[src/sv/tro_pkg.sv]
package tro_pkg;

    localparam int TEMP_BITS  = 12;
    localparam int RATE_BITS  = 21;
    localparam int READ_CNT_W = 20;
    localparam int REQ_CNT_W  = 16;
    localparam int CFG_W      = RATE_BITS;
    localparam int CFG_IDX_W  = 2;
    localparam int SCALE_W    = 14;
    localparam int NUM_W      = TEMP_BITS + SCALE_W;
    localparam int DIV_CNT_W  = $clog2(NUM_W);

    localparam logic [SCALE_W-1:0]          RATE_SCALE     = SCALE_W'(16000);
    localparam logic signed [TEMP_BITS:0]   OFF_MARGIN     = (TEMP_BITS+1)'(8);
    localparam logic signed [RATE_BITS-1:0] OFF_RATE       = RATE_BITS'(13);

    localparam logic [TEMP_BITS-1:0]  RST_ABS_LIMIT  = TEMP_BITS'(880);
    localparam logic [RATE_BITS-1:0]  RST_RATE_LIMIT = RATE_BITS'(128);
    localparam logic [REQ_CNT_W-1:0]  RST_INTERVAL   = REQ_CNT_W'(1000);
    localparam logic [REQ_CNT_W-1:0]  RST_CONV_TIME  = REQ_CNT_W'(750);

    typedef enum logic [CFG_IDX_W-1:0] {
        CFG_ABS_LIMIT  = 2'd0,
        CFG_RATE_LIMIT = 2'd1,
        CFG_INTERVAL   = 2'd2,
        CFG_CONV_TIME  = 2'd3
    } t_cfg_idx;

    typedef enum logic [2:0] {
        S_IDLE,
        S_START,
        S_DIV,
        S_RATE,
        S_FIN
    } t_state;

    typedef struct packed {
        logic accept;
        logic div_start;
        logic load_rate;
        logic load_out;
    } t_cmd;

    typedef struct packed {
        logic need_div;
        logic div_done;
    } t_status;

endpackage

[src/sv/tro_div.sv]
module tro_div (
    input  logic                          i_clk,
    input  logic                          i_rst_n,
    input  logic                          i_start,
    input  logic [tro_pkg::NUM_W-1:0]     i_num,
    input  logic [tro_pkg::READ_CNT_W-1:0] i_den,
    output logic                          o_done,
    output logic [tro_pkg::NUM_W-1:0]     o_quo
);

    logic                              r_busy;
    logic [tro_pkg::DIV_CNT_W-1:0]     r_cnt;
    logic [tro_pkg::READ_CNT_W-1:0]    r_rem;
    logic [tro_pkg::NUM_W-1:0]         r_quo;

    logic [tro_pkg::READ_CNT_W:0]      rem_sh;
    logic [tro_pkg::READ_CNT_W:0]      rem_sub;
    logic                              q_bit;

    assign rem_sh  = {r_rem, r_quo[tro_pkg::NUM_W-1]};
    assign rem_sub = rem_sh - {1'b0, i_den};
    assign q_bit   = (rem_sh >= {1'b0, i_den});

    always_ff @(posedge i_clk) begin
        if (!i_rst_n) begin
            r_busy <= 1'b0;
            r_cnt  <= '0;
        end else if (i_start) begin
            r_busy <= 1'b1;
            r_cnt  <= tro_pkg::DIV_CNT_W'(tro_pkg::NUM_W - 1);
        end else if (r_busy) begin
            if (r_cnt == '0) begin
                r_busy <= 1'b0;
            end
            r_cnt <= r_cnt - 1'b1;
        end
    end

    always_ff @(posedge i_clk) begin
        if (i_start) begin
            r_rem <= '0;
            r_quo <= i_num;
        end else if (r_busy) begin
            r_rem <= q_bit ? rem_sub[tro_pkg::READ_CNT_W-1:0] : rem_sh[tro_pkg::READ_CNT_W-1:0];
            r_quo <= {r_quo[tro_pkg::NUM_W-2:0], q_bit};
        end
    end

    assign o_done = r_busy && (r_cnt == '0);
    assign o_quo  = r_quo;

endmodule

[src/sv/tro_datapath.sv]
module tro_datapath (
    input  logic                                i_clk,
    input  logic                                i_rst_n,
    input  tro_pkg::t_cmd                       i_cmd,
    output tro_pkg::t_status                    o_status,
    input  logic signed [tro_pkg::TEMP_BITS-1:0] i_sensor_temp,
    input  logic                                i_sensor_lost,
    input  logic                                i_cfg_we,
    input  logic [tro_pkg::CFG_IDX_W-1:0]       i_cfg_index,
    input  logic [tro_pkg::CFG_W-1:0]           i_cfg_data,
    output logic                                o_request_conversion,
    output logic                                o_sample_taken,
    output logic signed [tro_pkg::TEMP_BITS-1:0] o_temperature,
    output logic signed [tro_pkg::RATE_BITS-1:0] o_rise_rate,
    output logic                                o_oven_on,
    output logic                                o_oven_changed
);

    localparam int T  = tro_pkg::TEMP_BITS;
    localparam int RB = tro_pkg::RATE_BITS;
    localparam int NW = tro_pkg::NUM_W;
    localparam int RW = tro_pkg::READ_CNT_W;
    localparam int QW = tro_pkg::REQ_CNT_W;

    localparam logic signed [NW:0] SAT_MAX = (NW+1)'((64'sd1 <<< (RB-1)) - 64'sd1);
    localparam logic signed [NW:0] SAT_MIN = (NW+1)'(-(64'sd1 <<< (RB-1)));

    // configuration
    logic signed [T-1:0]   r_abs_limit;
    logic signed [RB-1:0]  r_rate_limit;
    logic [QW-1:0]         r_interval;
    logic [QW-1:0]         r_conv_time;

    // tick state
    logic                  r_waiting;
    logic [RW-1:0]         r_ms_read;
    logic [QW-1:0]         r_ms_req;
    logic signed [T-1:0]   r_cur;
    logic signed [T-1:0]   r_prev;
    logic signed [RB-1:0]  r_rate;
    logic                  r_heat;
    logic                  r_req;
    logic                  r_taken;
    logic [RW-1:0]         r_elapsed;

    // output register
    logic                  r_o_req;
    logic                  r_o_taken;
    logic signed [T-1:0]   r_o_temp;
    logic signed [RB-1:0]  r_o_rate;
    logic                  r_o_oven;
    logic                  r_o_changed;

    logic [RW-1:0]         read_inc;
    logic [QW-1:0]         req_inc;
    logic                  start_req;
    logic                  read_done;
    logic                  good;
    logic                  need_div;

    logic signed [T:0]     diff;
    logic [T:0]            diff_abs;
    logic [NW-1:0]         num;
    logic [NW-1:0]         quo;
    logic                  div_done;
    logic signed [NW:0]    q_signed;
    logic signed [RB-1:0]  rate_sat;

    logic signed [T:0]     lim_off;
    logic                  turn_on;
    logic                  turn_off;
    logic                  n_heat;

    assign read_inc  = (r_ms_read == '1) ? r_ms_read : r_ms_read + 1'b1;
    assign req_inc   = (r_ms_req == '1) ? r_ms_req : r_ms_req + 1'b1;
    assign start_req = !r_waiting && (read_inc >= {{(RW-QW){1'b0}}, r_interval});
    assign read_done = r_waiting && (req_inc >= r_conv_time);
    assign good      = read_done && !i_sensor_lost;
    assign need_div  = good && (r_cur != '0) && (read_inc != '0);

    assign diff     = (T+1)'(r_cur) - (T+1)'(r_prev);
    assign diff_abs = diff[T] ? -diff : diff;
    assign num      = NW'(diff_abs[T-1:0]) * NW'(tro_pkg::RATE_SCALE);

    tro_div u_div (
        .i_clk   (i_clk),
        .i_rst_n (i_rst_n),
        .i_start (i_cmd.div_start),
        .i_num   (num),
        .i_den   (r_elapsed),
        .o_done  (div_done),
        .o_quo   (quo)
    );

    assign q_signed = diff[T] ? -$signed({1'b0, quo}) : $signed({1'b0, quo});

    always_comb begin
        priority if (q_signed > SAT_MAX) begin
            rate_sat = SAT_MAX[RB-1:0];
        end else if (q_signed < SAT_MIN) begin
            rate_sat = SAT_MIN[RB-1:0];
        end else begin
            rate_sat = q_signed[RB-1:0];
        end
    end

    assign lim_off  = (T+1)'(r_abs_limit) - tro_pkg::OFF_MARGIN;
    assign turn_on  = (r_rate >= r_rate_limit) || (r_cur >= r_abs_limit);
    assign turn_off = ((T+1)'(r_cur) < lim_off) && (r_rate <= tro_pkg::OFF_RATE);
    assign n_heat   = !r_taken ? r_heat : (r_heat ? !turn_off : turn_on);

    assign o_status.need_div = need_div;
    assign o_status.div_done = div_done;

    always_ff @(posedge i_clk) begin
        if (!i_rst_n) begin
            r_abs_limit  <= tro_pkg::RST_ABS_LIMIT;
            r_rate_limit <= tro_pkg::RST_RATE_LIMIT;
            r_interval   <= tro_pkg::RST_INTERVAL;
            r_conv_time  <= tro_pkg::RST_CONV_TIME;
        end else if (i_cfg_we) begin
            unique case (tro_pkg::t_cfg_idx'(i_cfg_index))
                tro_pkg::CFG_ABS_LIMIT:  r_abs_limit  <= i_cfg_data[T-1:0];
                tro_pkg::CFG_RATE_LIMIT: r_rate_limit <= i_cfg_data[RB-1:0];
                tro_pkg::CFG_INTERVAL:   r_interval   <= i_cfg_data[QW-1:0];
                tro_pkg::CFG_CONV_TIME:  r_conv_time  <= i_cfg_data[QW-1:0];
            endcase
        end
    end

    always_ff @(posedge i_clk) begin
        if (!i_rst_n) begin
            r_waiting <= 1'b0;
            r_ms_read <= '0;
            r_ms_req  <= '0;
            r_cur     <= '0;
            r_prev    <= '0;
            r_rate    <= '0;
            r_heat    <= 1'b0;
            r_req     <= 1'b0;
            r_taken   <= 1'b0;
            r_elapsed <= '0;
        end else begin
            if (i_cmd.accept) begin
                r_ms_read <= good ? '0 : read_inc;
                r_ms_req  <= start_req ? '0 : req_inc;
                r_req     <= start_req;
                r_taken   <= good;
                r_elapsed <= read_inc;
                if (start_req) begin
                    r_waiting <= 1'b1;
                end else if (read_done) begin
                    r_waiting <= 1'b0;
                end
                if (good) begin
                    r_prev <= r_cur;
                    r_cur  <= i_sensor_temp;
                    if (!need_div) begin
                        r_rate <= '0;
                    end
                end
            end
            if (i_cmd.load_rate) begin
                r_rate <= rate_sat;
            end
            if (i_cmd.load_out) begin
                r_heat <= n_heat;
            end
        end
    end

    always_ff @(posedge i_clk) begin
        if (i_cmd.load_out) begin
            r_o_req     <= r_req;
            r_o_taken   <= r_taken;
            r_o_temp    <= r_cur;
            r_o_rate    <= r_rate;
            r_o_oven    <= n_heat;
            r_o_changed <= (n_heat != r_heat);
        end
    end

    assign o_request_conversion = r_o_req;
    assign o_sample_taken       = r_o_taken;
    assign o_temperature        = r_o_temp;
    assign o_rise_rate          = r_o_rate;
    assign o_oven_on            = r_o_oven;
    assign o_oven_changed       = r_o_changed;

endmodule

[src/sv/tro_ctrl.sv]
module tro_ctrl (
    input  logic             i_clk,
    input  logic             i_rst_n,
    input  logic             i_in_valid,
    output logic             o_in_ready,
    output logic             o_out_valid,
    input  logic             i_out_ready,
    input  tro_pkg::t_status i_status,
    output tro_pkg::t_cmd    o_cmd
);

    tro_pkg::t_state r_state;
    tro_pkg::t_state n_state;
    logic            r_out_valid;
    logic            out_free;

    assign out_free = !r_out_valid || i_out_ready;

    always_comb begin
        n_state = r_state;
        unique case (r_state)
            tro_pkg::S_IDLE: begin
                if (i_in_valid) begin
                    n_state = i_status.need_div ? tro_pkg::S_START : tro_pkg::S_FIN;
                end
            end
            tro_pkg::S_START: begin
                n_state = tro_pkg::S_DIV;
            end
            tro_pkg::S_DIV: begin
                if (i_status.div_done) begin
                    n_state = tro_pkg::S_RATE;
                end
            end
            tro_pkg::S_RATE: begin
                n_state = tro_pkg::S_FIN;
            end
            tro_pkg::S_FIN: begin
                if (out_free) begin
                    n_state = tro_pkg::S_IDLE;
                end
            end
            default: begin
                n_state = tro_pkg::S_IDLE;
            end
        endcase
    end

    always_comb begin
        o_cmd      = '0;
        o_in_ready = 1'b0;
        unique case (r_state)
            tro_pkg::S_IDLE: begin
                o_in_ready   = 1'b1;
                o_cmd.accept = i_in_valid;
            end
            tro_pkg::S_START: begin
                o_cmd.div_start = 1'b1;
            end
            tro_pkg::S_DIV: begin
            end
            tro_pkg::S_RATE: begin
                o_cmd.load_rate = 1'b1;
            end
            tro_pkg::S_FIN: begin
                o_cmd.load_out = out_free;
            end
            default: begin
            end
        endcase
    end

    always_ff @(posedge i_clk) begin
        if (!i_rst_n) begin
            r_state     <= tro_pkg::S_IDLE;
            r_out_valid <= 1'b0;
        end else begin
            r_state <= n_state;
            if (o_cmd.load_out) begin
                r_out_valid <= 1'b1;
            end else if (i_out_ready) begin
                r_out_valid <= 1'b0;
            end
        end
    end

    assign o_out_valid = r_out_valid;

endmodule

[src/sv/thermal_rate_oven_detector.sv]
// channel   direction  handshake                  payload
// in        input      i_in_valid / o_in_ready    i_sensor_temp, i_sensor_lost
// out       output     o_out_valid / i_out_ready  o_request_conversion, o_sample_taken,
//                                                 o_temperature, o_rise_rate,
//                                                 o_oven_on, o_oven_changed
// cfg       input      i_cfg_we                   i_cfg_index, i_cfg_data
//
// A tick without a new rate goes from the idle state straight to the finish step; a
// tick with a good reading and a nonzero previous temperature first passes the start,
// divide and rate steps, where the serial divider produces one quotient bit per cycle.
// Synchronous active-low reset loads the register defaults and clears the tick state.
// One tick is in flight at a time; the output register holds a result while
// the next tick is taken, and the finish step waits while that register is full.
module thermal_rate_oven_detector (
    input  logic                                i_clk,
    input  logic                                i_rst_n,
    input  logic                                i_in_valid,
    output logic                                o_in_ready,
    input  logic signed [tro_pkg::TEMP_BITS-1:0] i_sensor_temp,
    input  logic                                i_sensor_lost,
    output logic                                o_out_valid,
    input  logic                                i_out_ready,
    output logic                                o_request_conversion,
    output logic                                o_sample_taken,
    output logic signed [tro_pkg::TEMP_BITS-1:0] o_temperature,
    output logic signed [tro_pkg::RATE_BITS-1:0] o_rise_rate,
    output logic                                o_oven_on,
    output logic                                o_oven_changed,
    input  logic                                i_cfg_we,
    input  logic [tro_pkg::CFG_IDX_W-1:0]       i_cfg_index,
    input  logic [tro_pkg::CFG_W-1:0]           i_cfg_data
);

    tro_pkg::t_cmd    cmd;
    tro_pkg::t_status status;

    tro_ctrl u_ctrl (
        .i_clk       (i_clk),
        .i_rst_n     (i_rst_n),
        .i_in_valid  (i_in_valid),
        .o_in_ready  (o_in_ready),
        .o_out_valid (o_out_valid),
        .i_out_ready (i_out_ready),
        .i_status    (status),
        .o_cmd       (cmd)
    );

    tro_datapath u_dp (
        .i_clk                (i_clk),
        .i_rst_n              (i_rst_n),
        .i_cmd                (cmd),
        .o_status             (status),
        .i_sensor_temp        (i_sensor_temp),
        .i_sensor_lost        (i_sensor_lost),
        .i_cfg_we             (i_cfg_we),
        .i_cfg_index          (i_cfg_index),
        .i_cfg_data           (i_cfg_data),
        .o_request_conversion (o_request_conversion),
        .o_sample_taken       (o_sample_taken),
        .o_temperature        (o_temperature),
        .o_rise_rate          (o_rise_rate),
        .o_oven_on            (o_oven_on),
        .o_oven_changed       (o_oven_changed)
    );

endmodule

[config.mk]
export PLATFORM = sky130hd
export DESIGN_NAME = thermal_rate_oven_detector
export DESIGN_NICKNAME = d
export VERILOG_FILES = /design/src/sv/tro_pkg.sv /design/src/sv/tro_div.sv /design/src/sv/tro_datapath.sv /design/src/sv/tro_ctrl.sv /design/src/sv/thermal_rate_oven_detector.sv
export SDC_FILE = /design/constraint.sdc
export NUM_CORES = 1
export LEC_CHECK = 0
export ABC_AREA = 1
export BUFFER_PORTS_ARGS = -buffer_cell sky130_fd_sc_hd__clkbuf_2
export CAP_MARGIN = 20
export CORE_UTILIZATION = 63
export CTS_BUF_LIST = sky130_fd_sc_hd__clkbuf_8
export DETAILED_ROUTE_END_ITERATION = 8
export HOLD_SLACK_MARGIN = 0.05
export PLACE_DENSITY = 0.84
export SETUP_SLACK_MARGIN = 0.2
export SLEW_MARGIN = 40
export SYNTH_ARGS = -nofsm -noshare
export SYNTH_HDL_FRONTEND = slang
export SYNTH_SLANG_ARGS = --single-unit
[constraint.sdc]
create_clock -name i_clk -period 11.2 [get_ports i_clk]
set_input_delay 2.24 -clock i_clk [delete_from_list [all_inputs] [get_ports i_clk]]
set_output_delay 2.24 -clock i_clk [all_outputs]
set_load 0.03 [all_outputs]
==> results.txt <==
status = completed
max-slew violations = 0
nets@finish = 2707
vias in the first global route = 15.3k
total track usage = 31.8%
async set or reset register ratio after synthesis = 0%
R2R setup slack = 4440 ps
Setup CP Type = flip-flop to flip-flop
Synth area leaders = dfxtp_1, nand2_1, ha_1, edfxtp_1, inv_1
# IOs = 80
CTS Hold Bufs = 0
Post-synth EDFFs = 56
Avg Cell Area, Syn = 7.35 um2
worst r2r dst = u_dp.u_div.o_quo[21]
Worst Hold Depth = 2
Overall Power = 0.00244 W
Routed Antenna Nets = 0
Least-Margin Pin Slew = 811 ps
Worst-path clk slew = 60 ps
MaxCap Viol Count = 0
Die H = 170 um
share of the synthesized area in the top cell type = 23.3%
Critical R2R Launch = u_dp.r_cur[0]
CP max stage cell = fa_1
Final Cycle Share = 60.3%
Max FO, Critical Path = 37
sum of buffers and inverters on the critical path = 4
Layout area overhead = 8.70%
startpoint of the most critical hold path = u_dp.r_rate_limit[11]
Slew HR = 45.9%
Post-Syn Nets = 2646
Hold/Removal Path Class = flip-flop to flip-flop
DR WL/cell = 15.9 um
count leader, synth = nand2_1
pwr dens = 126 nW/um2
Initial DRT Pass Iterations = 6
Yosys reg bits = 263
main combinational cell family by area after synthesis = simple AND/OR/NAND/NOR gates
worst r2r path cells = 31
Critical Path End Type = flip-flop
layout cells sized above 1 = 9.25%
Skew-Pair Late Insertion Delay = 550 ps
critical path depth = 31
minimum clock period = 6760 ps
initial drt markers = 1563
Port Buf Inserts = 79
first-pass GRT wire length = 74300 um
final hold vios = 0
CTS Buf Count = 44
CTS root buffer = clkbuf_8
initial antenna violation count = 0
Initial Util = 63.9%
dominant cell type by area after synthesis = dfxtp_1
crit-path leading delay family = adder cells
Pleak = 8.92 nW
Synth Instances = 2416
Yosys cell types = 57
CP most frequent cell = nand2_1
CP required = 11490 ps
simple-gate share of the synthesized area = 23.3%
RSZ-0062 raised after global routing = false
Rows = 61
total die area = 28900 um2
DIE WIDTH = 170 um
Synth Area in Adders = 14.6%
total gr overflow = 0
most frequent cells after synthesis = nand2_1, inv_1, a21oi_1, dfxtp_1, nor2_1
skew final = 22.8 ps
drt drc = 0
largest net degree at the start of global routing = 86
startpoint types = flip-flop
total core area = 27800 um2
Vias/cell = 5.69
Post-Synth XOR/XNOR Area = 4.53%
Ys Warns = 0
slowest stage delay, CP = 520 ps
Sink Count = 263
GP Congestion = 0.938
CP Data Arrival Time = 7050 ps
Resized cells post-CTS = 0
Bufs on Longest Clock Path = 3
setup violators final = 0
TNS Setup = 0 ps
fraction of the mapped netlist area in compound gates = 15.6%
Post-DP HPWL = 34000 um
Min-Delay Endpoint = u_dp.r_rate_limit[11]
f_max = 148 MHz
number of antenna repair diodes = 0
Seq/Total Area, Yosys = 32.8%
top_reg_cell synth = dfxtp_1
CTS tree = done
Synth Cell Area = 17800 um2
worst vdd ir = 0.145 mV
H-Tree Depth = 2
mux cell area share after synthesis = 0%
post-CTS setup buffer count = 0
drt total wl = 46000 um
vias = 16.4k
==> per-layer routing <==
metal  GRT usage [%]  wire length [um]  vias to the layer above  share of wire (%)
met4            13.1              1760                        0                3.8
met3            4.00              2850                      143                6.2
met2            53.0             21500                      561                 47
met5               0                 0                        -                  0
li1                -                 -                     8089                  -
met1            41.6             19900                     7640                 43
==> final cells by class <==
type / count / area, um2
Multi-Input combinational cell: 1747 / 10400
Fill cell: 2301 / 8470
Sequential cell: 263 / 5830
Inverter: 332 / 1250
Clock buffer: 54 / 743
Timing Repair Buffer: 89 / 483
Tap cell: 378 / 473
Clock inverter: 24 / 180
==> logic make-up (layout without fill, tap and decap cells) <==
logic type / Yosys count / in the layout
xor+xnor: 91 / 91
flops: 263 / 263
fa+ha+maj: 189 / 189
simple gates: 971 / 971
buf+inv: 406 / 499
compound gates: 496 / 496
==> flip-flops by register name, indices dropped and copies added, names as in the netlist, 16 cells and up <==
name	count
u_dp.r_ms_read	20
u_dp.u_div.r_rem	20
u_dp.o_rise_rate	21
u_dp.r_elapsed	20
u_dp.r_rate	21
u_dp.r_ms_req	16
u_dp.r_rate_limit	21
u_dp.u_div.o_quo	26
u_dp.r_interval	16
u_dp.r_conv_time	16
==> placed cells by master, fill, tap and decap left out, drive strengths merged, types with 12 or more instances in the layout <==
cell type,synthesis,final
ha,158,158
clkbuf,55,133
xnor2,22,22
nand3b,12,12
dfxtp,207,207
nand3,108,108
o21ai,166,166
nor4,13,13
a21oi,242,242
fa,31,31
nor2,181,181
inv,330,348
edfxtp,56,56
nor3,48,48
o211ai,18,18
nand2,569,569
xor2,69,69
nand4,29,29
==> worst reg2reg max path: cells and delay by family (launching register included) <==
family	cells	cell delay, ps
simple gates	12	1960
compound gates	7	1130
buf+inv	4	290
xor+xnor	1	180
fa+ha+maj	7	2600
flops	1	350
==> worst max path at each step <==
stage,slack (ps),start,to
finish,4440,u_dp.r_cur[0],u_dp.u_div.o_quo[21]
detailed placement,4490,u_dp.r_cur[0],u_dp.u_div.o_quo[21]
global route,4000,u_dp.r_cur[0],u_dp.u_div.o_quo[21]
CTS,4490,u_dp.r_cur[0],u_dp.u_div.o_quo[21]
floorplan,4640,i_out_ready,u_dp.o_oven_changed
global placement,4650,u_dp.r_cur[0],u_dp.u_div.o_quo[21]
==> power by group <==
part	leakage, nW	total [W]	switching, W	internal [W]
registers	2.21	0.00104	0.0000284	0.00101
clock network	0.534	0.000891	0.000387	0.000504
logic	6.18	0.000511	0.000337	0.000174
total	8.92	0.00244	0.000752	0.00169
==> stage by stage <==
stage / instances / util [%] / hold slack, ps / instance area, um2 / setup slack [ps]
5_1_grt: 2887 / 69.5 / 478 / 19300 / 4000
4_1_cts: 2886 / 69.4 / 463 / 19300 / 4490
6_report: 2887 / 69.5 / 462 / 19300 / 4440
2_1_floorplan: 2416 / - / 403 / 17800 / 4640
3_5_place_dp: 2808 / 66.1 / 453 / 18400 / 4490
3_3_place_gp: 2808 / 66.0 / 436 / 18300 / 4650
No activity file was read; power rests on OpenSTA's default activity.
